$ cat config.mk
export PLATFORM = sky130hd
export DESIGN_NAME = linear_scan_slot_allocator
export DESIGN_NICKNAME = d
export VERILOG_FILES = /design/src/rtl/core/lsa_pkg.sv /design/src/rtl/core/linear_scan_slot_allocator.sv
export SDC_FILE = /design/constraint.sdc
export NUM_CORES = 1
export LEC_CHECK = 0
export ABC_CLOCK_PERIOD_IN_PS = 5900
export BUFFER_PORTS_ARGS = -buffer_cell sky130_fd_sc_hd__buf_2
export CAP_MARGIN = 20
export CORE_ASPECT_RATIO = 2
export CORE_MARGIN = 3
export CORE_UTILIZATION = 59
export DETAILED_ROUTE_END_ITERATION = 10
export PLACE_DENSITY_LB_ADDON = 0.25
export SYNTH_ARGS = -nofsm -noshare
export SYNTH_HDL_FRONTEND = slang
export SYNTH_SLANG_ARGS = --single-unit
$ cat constraint.sdc
create_clock -name clk -period 5.9 [get_ports clk]
set_input_delay 1.18 -clock clk [delete_from_list [all_inputs] [get_ports clk]]
set_output_delay 1.18 -clock clk [all_outputs]
set_load 0.05 [all_outputs]
$ cat src/rtl/core/lsa_pkg.sv
package lsa_pkg;

  localparam int CFG_ADDR_W = 3;
  localparam int CFG_DATA_W = 32;

  localparam logic REG_ALLOC_CLASS = 1'b0;
  localparam logic REG_POOL_COUNT  = 1'b1;

  localparam logic VERDICT_ASSIGN = 1'b0;
  localparam logic VERDICT_SPILL  = 1'b1;

  localparam logic [4:0] POOL_COUNT_RESET = 5'd16;

  localparam int VID_W  = 16;
  localparam int POS_W  = 16;
  localparam int PIN_W  = 16;
  localparam int SLOT_W = 4;

  localparam int IN_DATA_W  = 64;
  localparam int OUT_DATA_W = 24;

endpackage

$ cat src/rtl/core/linear_scan_slot_allocator.sv
// Linear-scan slot allocator: takes live intervals sorted by start and answers each interval of
// the handled class with one result (slot assigned or spilled), or with two when an active entry
// is evicted (the evicted value first, tlast low, then the new interval's verdict, tlast high).
// Intervals of the other class give no result; their restart flag still clears the table. One
// comparator walks the active table one slot per cycle, expiring entries and tracking the
// eviction candidate; the pick state then gives the first result, and the retry state the new
// interval's verdict after an eviction; a skipped interval leaves the sequencer idle. in_tready
// is high only while the sequencer is idle. The free-slot pick is a priority encoder over the
// table's valid bits, the pinned mask and the pool count.
module linear_scan_slot_allocator
  import lsa_pkg::*;
#(
  parameter int POOL_SLOTS = 16
) (
  input  logic                  clk,
  input  logic                  rst_n,
  // tdata: value_id, live_start, live_end, pinned_mask
  input  logic [IN_DATA_W-1:0]  in_tdata,
  // tuser: restart, reg_class
  input  logic [1:0]            in_tuser,
  input  logic                  in_tvalid,
  output logic                  in_tready,
  // tdata: out_value_id, slot, zero fill
  output logic [OUT_DATA_W-1:0] out_tdata,
  // tuser: verdict
  output logic                  out_tuser,
  output logic                  out_tlast,
  output logic                  out_tvalid,
  input  logic                  out_tready,
  input  logic                  cfg_psel,
  input  logic                  cfg_penable,
  input  logic                  cfg_pwrite,
  input  logic [CFG_ADDR_W-1:0] cfg_paddr,
  input  logic [CFG_DATA_W-1:0] cfg_pwdata,
  output logic [CFG_DATA_W-1:0] cfg_prdata,
  output logic                  cfg_pready
);

  localparam int SW = $clog2(POOL_SLOTS);
  localparam logic [SW-1:0] LAST_IDX = SW'(POOL_SLOTS - 1);

  localparam logic [1:0] S_IDLE  = 2'd0;
  localparam logic [1:0] S_SCAN  = 2'd1;
  localparam logic [1:0] S_PICK  = 2'd2;
  localparam logic [1:0] S_RETRY = 2'd3;

  logic [1:0]            state_r;
  logic                  alloc_class_r;
  logic [4:0]            pool_count_r;

  logic [POOL_SLOTS-1:0] valid_r;
  logic [VID_W-1:0]      value_r [POOL_SLOTS];
  logic [POS_W-1:0]      end_r   [POOL_SLOTS];

  logic [VID_W-1:0]      vid_r;
  logic [POS_W-1:0]      start_r;
  logic [POS_W-1:0]      lend_r;
  logic [PIN_W-1:0]      pin_r;
  logic [SW-1:0]         idx_r;
  logic [SW-1:0]         vic_r;
  logic                  vic_found_r;
  logic [POS_W-1:0]      vic_end_r;

  logic                  out_valid_r;
  logic [VID_W-1:0]      out_vid_r;
  logic [SLOT_W-1:0]     out_slot_r;
  logic                  out_verdict_r;
  logic                  out_last_r;

  logic                  cfg_wr;
  logic                  in_xfer;
  logic                  out_free;
  logic                  out_load;
  logic [POOL_SLOTS-1:0] pin_vec;
  logic [POOL_SLOTS-1:0] in_pool;
  logic [POOL_SLOTS-1:0] free_vec;
  logic [SW-1:0]         pick_idx;
  logic                  pick_found;
  logic [POS_W-1:0]      cur_end;
  logic                  cur_expire;
  logic                  cur_better;
  logic                  wr_en;
  logic                  evict;

  assign cfg_pready = 1'b1;
  assign cfg_wr     = cfg_psel & cfg_penable & cfg_pwrite & cfg_pready;
  assign in_tready  = (state_r == S_IDLE);
  assign in_xfer    = in_tvalid & in_tready;
  assign out_free   = ~out_valid_r | out_tready;

  assign out_tvalid = out_valid_r;
  assign out_tdata  = {{(OUT_DATA_W - VID_W - SLOT_W){1'b0}}, out_slot_r, out_vid_r};
  assign out_tuser  = out_verdict_r;
  assign out_tlast  = out_last_r;

  always_comb begin
    unique case (cfg_paddr[2])
      REG_ALLOC_CLASS: cfg_prdata = CFG_DATA_W'(alloc_class_r);
      REG_POOL_COUNT:  cfg_prdata = CFG_DATA_W'(pool_count_r);
      default:         cfg_prdata = '0;
    endcase
  end

  always_ff @(posedge clk) begin
    if (!rst_n) begin
      alloc_class_r <= 1'b0;
      pool_count_r  <= POOL_COUNT_RESET;
    end else if (cfg_wr) begin
      unique case (cfg_paddr[2])
        REG_ALLOC_CLASS: alloc_class_r <= cfg_pwdata[0];
        REG_POOL_COUNT:  pool_count_r  <= cfg_pwdata[4:0];
        default: ;
      endcase
    end
  end

  // lowest free slot inside the pool
  always_comb begin
    pick_idx   = '0;
    pick_found = 1'b0;
    for (int i = 0; i < POOL_SLOTS; i++) begin
      pin_vec[i] = (i < PIN_W) ? pin_r[4'(i)] : 1'b0;
      in_pool[i] = (6'(i) < {1'b0, pool_count_r});
    end
    free_vec = ~valid_r & ~pin_vec & in_pool;
    for (int i = POOL_SLOTS - 1; i >= 0; i--) begin
      if (free_vec[i]) begin
        pick_idx   = SW'(i);
        pick_found = 1'b1;
      end
    end
  end

  // shared scan comparator
  assign cur_end    = end_r[idx_r];
  assign cur_expire = valid_r[idx_r] & (cur_end < start_r);
  assign cur_better = valid_r[idx_r] & ~cur_expire & (~vic_found_r | (cur_end >= vic_end_r));

  assign evict    = vic_found_r & (vic_end_r > lend_r);
  assign out_load = ((state_r == S_PICK) || (state_r == S_RETRY)) & out_free;
  assign wr_en    = out_load & pick_found;

  always_ff @(posedge clk) begin
    if (wr_en) begin
      value_r[pick_idx] <= vid_r;
      end_r[pick_idx]   <= lend_r;
    end
  end

  always_ff @(posedge clk) begin
    if (in_xfer) begin
      vid_r   <= in_tdata[15:0];
      start_r <= in_tdata[31:16];
      lend_r  <= in_tdata[47:32];
      pin_r   <= in_tdata[63:48];
    end
  end

  always_ff @(posedge clk) begin
    if (!rst_n) begin
      state_r       <= S_IDLE;
      valid_r       <= '0;
      idx_r         <= '0;
      vic_r         <= '0;
      vic_found_r   <= 1'b0;
      vic_end_r     <= '0;
      out_valid_r   <= 1'b0;
      out_vid_r     <= '0;
      out_slot_r    <= '0;
      out_verdict_r <= 1'b0;
      out_last_r    <= 1'b0;
    end else begin
      if (out_valid_r && out_tready && !out_load) begin
        out_valid_r <= 1'b0;
      end
      unique case (state_r)
        S_IDLE: begin
          if (in_xfer) begin
            if (in_tuser[0]) begin
              valid_r <= '0;
            end
            idx_r       <= '0;
            vic_found_r <= 1'b0;
            if (in_tuser[1] == alloc_class_r) begin
              state_r <= S_SCAN;
            end
          end
        end
        S_SCAN: begin
          if (cur_expire) begin
            valid_r[idx_r] <= 1'b0;
          end
          if (cur_better) begin
            vic_r       <= idx_r;
            vic_end_r   <= cur_end;
            vic_found_r <= 1'b1;
          end
          if (idx_r == LAST_IDX) begin
            state_r <= S_PICK;
          end else begin
            idx_r <= idx_r + 1'b1;
          end
        end
        S_PICK, S_RETRY: begin
          if (out_free) begin
            out_valid_r <= 1'b1;
            if (pick_found) begin
              valid_r[pick_idx] <= 1'b1;
              out_vid_r     <= vid_r;
              out_slot_r    <= SLOT_W'(pick_idx);
              out_verdict_r <= VERDICT_ASSIGN;
              out_last_r    <= 1'b1;
              state_r       <= S_IDLE;
            end else if (state_r == S_PICK && evict) begin
              valid_r[vic_r] <= 1'b0;
              out_vid_r     <= value_r[vic_r];
              out_slot_r    <= '0;
              out_verdict_r <= VERDICT_SPILL;
              out_last_r    <= 1'b0;
              state_r       <= S_RETRY;
            end else begin
              out_vid_r     <= vid_r;
              out_slot_r    <= '0;
              out_verdict_r <= VERDICT_SPILL;
              out_last_r    <= 1'b1;
              state_r       <= S_IDLE;
            end
          end
        end
        default: state_r <= S_IDLE;
      endcase
    end
  end

`ifndef SYNTH
  a_restart_clears: assert property (@(posedge clk) disable iff (!rst_n)
    in_xfer && in_tuser[0] |=> (valid_r == '0))
    else $error("restart did not clear the active table");

  a_evict_then_retry: assert property (@(posedge clk) disable iff (!rst_n)
    out_valid_r && !out_last_r |-> (state_r == S_RETRY))
    else $error("eviction result pending outside retry");

  a_assign_sets_valid: assert property (@(posedge clk) disable iff (!rst_n)
    wr_en |=> valid_r[$past(pick_idx)])
    else $error("assigned slot not marked active");

  a_reset_idle: assert property (@(posedge clk)
    !rst_n |=> (state_r == S_IDLE) && !out_valid_r)
    else $error("sequencer not idle after reset");
`endif

endmodule
==> reports/metrics.cfg <==
[critical_path]
cp-end-kind=register
crit_required_ns=6.33
slowest_delay_ns=0.79
crit_arrival_ns=4.96
path_max_fanout=31
cp_cell_sequence=buf_4 > mux4_2 > mux2_2 > ha_1 > nand2_1 > nor3_1 > o2111ai_1 > o21ai_1 > nand3_1 > buf_4 > nor2_1 > mux2i_1
crit_path_frequent_cell=buf_4
critPathLaunchType=register
path_class=register to register
slowest_stage=dfxtp_2

[sta]
slew_headroom_pct=32.2
hold_ws_ns=0.444
post-route-period-util_pct=76.7
finalClockSkew_ns=0.0180
report.final.setup_viol=0
fmax_mhz=221
finalHoldViolCount=0
setup_slack_ns=1.37
fin_crit_ns=4.53
slew_violations=0
grt_setup_unrepaired=false
tightest_slew_ns=1.02
fin_setup_tns_ns=0

[drt]
dr.pass1.iters=5
viasPerCell=6.06
dr.first_iter.drc_count=712
antenna_left=0
drcViolationCount=0
num_vias=9421
wl_um=35100
wl_per_cell_um=22.6

[yosys]
ys.flop_type=edfxtp_1
syn_inst=1072
ys_types=58
seq_area_frac_synth_pct=66.2
ys_top_cells_by_count=edfxtp_1 (312), dfxtp_1 (77), mux4_2 (68)
synth_edf_count=312
synth_top_cell_by_area=edfxtp_1
yosysWarnings=0
synth_most_common_cell=edfxtp_1
ys_top_cells_by_area=edfxtp_1 (57%), dfxtp_1 (9.3%), mux4_2 (9.3%)
synth_top_area_share_pct=56.8
syn_area_mm2=0.0165
avgSynthCellArea_um2=15.4
async_flop_share_pct=0
ys_seq_elements=389

[placed_design]
gp_congestion=0.908
dp_hpwl_um=22400
placement.io_buffers=98
place_inst=1492
preCtsSetupSlack_ns=1.37

[pwr]
p_int_mw=5.12
seqPwrFrac_pct=49.3
p_per_area_mw_per_mm2=385
vdd_ir_drop_max_v=0.000322
swShare_pct=28.1
comb_power_share_pct=17.5
p_clk_share_pct=33.2
power_leakage_nw=6.62
p_sw_mw=2.00

[grt]
antenna_found_initial=0
grt_usage_pct=23.4
grt-ovfl-total=0
grt_pass1_vias=9772
grt_pass1_wl_um=54600
grt_max_degree=44

[clock_tree]
cts_buffer_depth=3
cts-root-buf=clkbuf_16
postCtsSetupRepairBufs=0
numCtsBuffers=35
clk_pin_slew_worst_paths_ns=0.07
htreeDepth=2
cts_hold_buf=0
cts_tree=built
clock_latency_ns=0.52
postCtsResizedCells=0
cts_num_sinks=389

[floorplan]
start_util_pct=59.9
die_w_um=124
dieArea_mm2=0.0301
die_h_um=242
design.core.area_mm2=0.0275
ioPinCount=169
rows=86

[min_path]
holdCritPathClass=register to register

[run_status]
outcome=completed

[layout]
drive_gt1_share_pct=24.3
diodes=0
nets=1336
postLayoutCoreUtil_pct=67.1
stdcell_count=1555
synthToLayoutAreaGrowth_pct=12.1

[flow_run]
drv_cap=0

## registers in the layout, indices dropped and copies added (netlist names), named ones only
signal / flops
alloc_class_r: 1
end_r: 128
idx_r: 4
lend_r: 16
out_slot_r: 3
out_tlast: 1
out_tuser: 1
out_tvalid: 1
out_vid_r: 16
pin_r: 8
pool_count_r: 5
start_r: 16
state_r: 2
valid_r: 16
value_r: 128
vic_end_r: 16
vic_found_r: 1
vic_r: 4
vid_r: 16
## area by class of cell
class	instances	area (um2)
Inverter	55	206
Fill cell	1991	9060
Clock buffer	43	958
Multi-Input combinational cell	577	5090
Timing Repair Buffer	119	648
Sequential cell	389	10900
Tap cell	352	440
Clock inverter	20	231
## layer usage
layer	routed length, um	vias up	GRT usage (%)	part of all wire, %
li1	-	4296	-	-
met1	13000	4741	27.2	37
met2	19400	313	43.6	55
met3	1580	71	2.71	4.5
met4	1210	0	9.04	3.4
met5	0	-	0	0
## metrics by stage
| step | instance area (um2) | total power [mW] |
|---|---|---|
| floorplan | 16600 | 4.42 |
| global placement | 17300 | 4.77 |
| detailed placement | 17300 | 4.82 |
| CTS | 18500 | 7.17 |
| global route | 18500 | 7.42 |
| finish | 18500 | 7.12 |
## logic make-up (layout without fill, tap and decap cells)
group	count (synthesis)	in the layout	share of synthesized area, %
AOI/OAI and AO/OA	179	179	7.12
xor gates and xnor gates	4	4	0.212
adders and majority gates	51	51	3.87
buffers and inverters	137	237	3.93
DFF	389	389	66.2
muxes	128	128	13.2
other	2	33	0.0455
and+or+nand+nor	182	182	5.49
## critical path, delay by kind of cell, from the launching register on
family | cells | cell delay, ns
muxes | 3 | 1.16
and+or+nand+nor | 4 | 0.98
DFF | 1 | 0.79
buffers and inverters | 2 | 0.61
AOI/OAI and AO/OA | 2 | 0.59
adders and majority gates | 1 | 0.29
## cells in the final DEF (no fill, tap or decap), types with 10 or more instances in the layout
cell type,instances
nand2_1,55
nor2b_1,13
mux4_2,68
inv_1,54
nor2_1,22
buf_4,21
nand3_1,30
mux2_2,33
buf_2,98
conb_1,33
and2_1,10
ha_1,51
o21ai_0,55
edfxtp_1,312
mux2i_1,27
dfxtp_1,73
o311a_1,23
a31oi_1,12
a21oi_1,37
clkbuf_16,37
## power groups by stage
stage / Clock [mW] / Combinational, mW / Sequential (mW)
final: 2.36 / 1.25 / 3.51
after global routing: 2.51 / 1.37 / 3.54
after CTS: 2.41 / 1.25 / 3.51
after detailed placement: 0 / 1.25 / 3.57
after global placement: 0 / 1.22 / 3.55
after floorplan: 0 / 0.840 / 3.58
## final timing paths
| kind | start | endpoint | slack [ns] | depth (start not counted) |
|---|---|---|---|---|
| setup / recovery | register | register | 1.37 | 12 |
| hold / removal | valid_r[10]$_SDFFE_PN0P_ | valid_r[10]$_SDFFE_PN0P_ | 0.44 | 1 |
| setup reg to reg | register | register | 1.37 | 12 |
| hold reg to reg | valid_r[10]$_SDFFE_PN0P_ | valid_r[10]$_SDFFE_PN0P_ | 0.44 | 1 |
(Power assumes the default switching activity.)
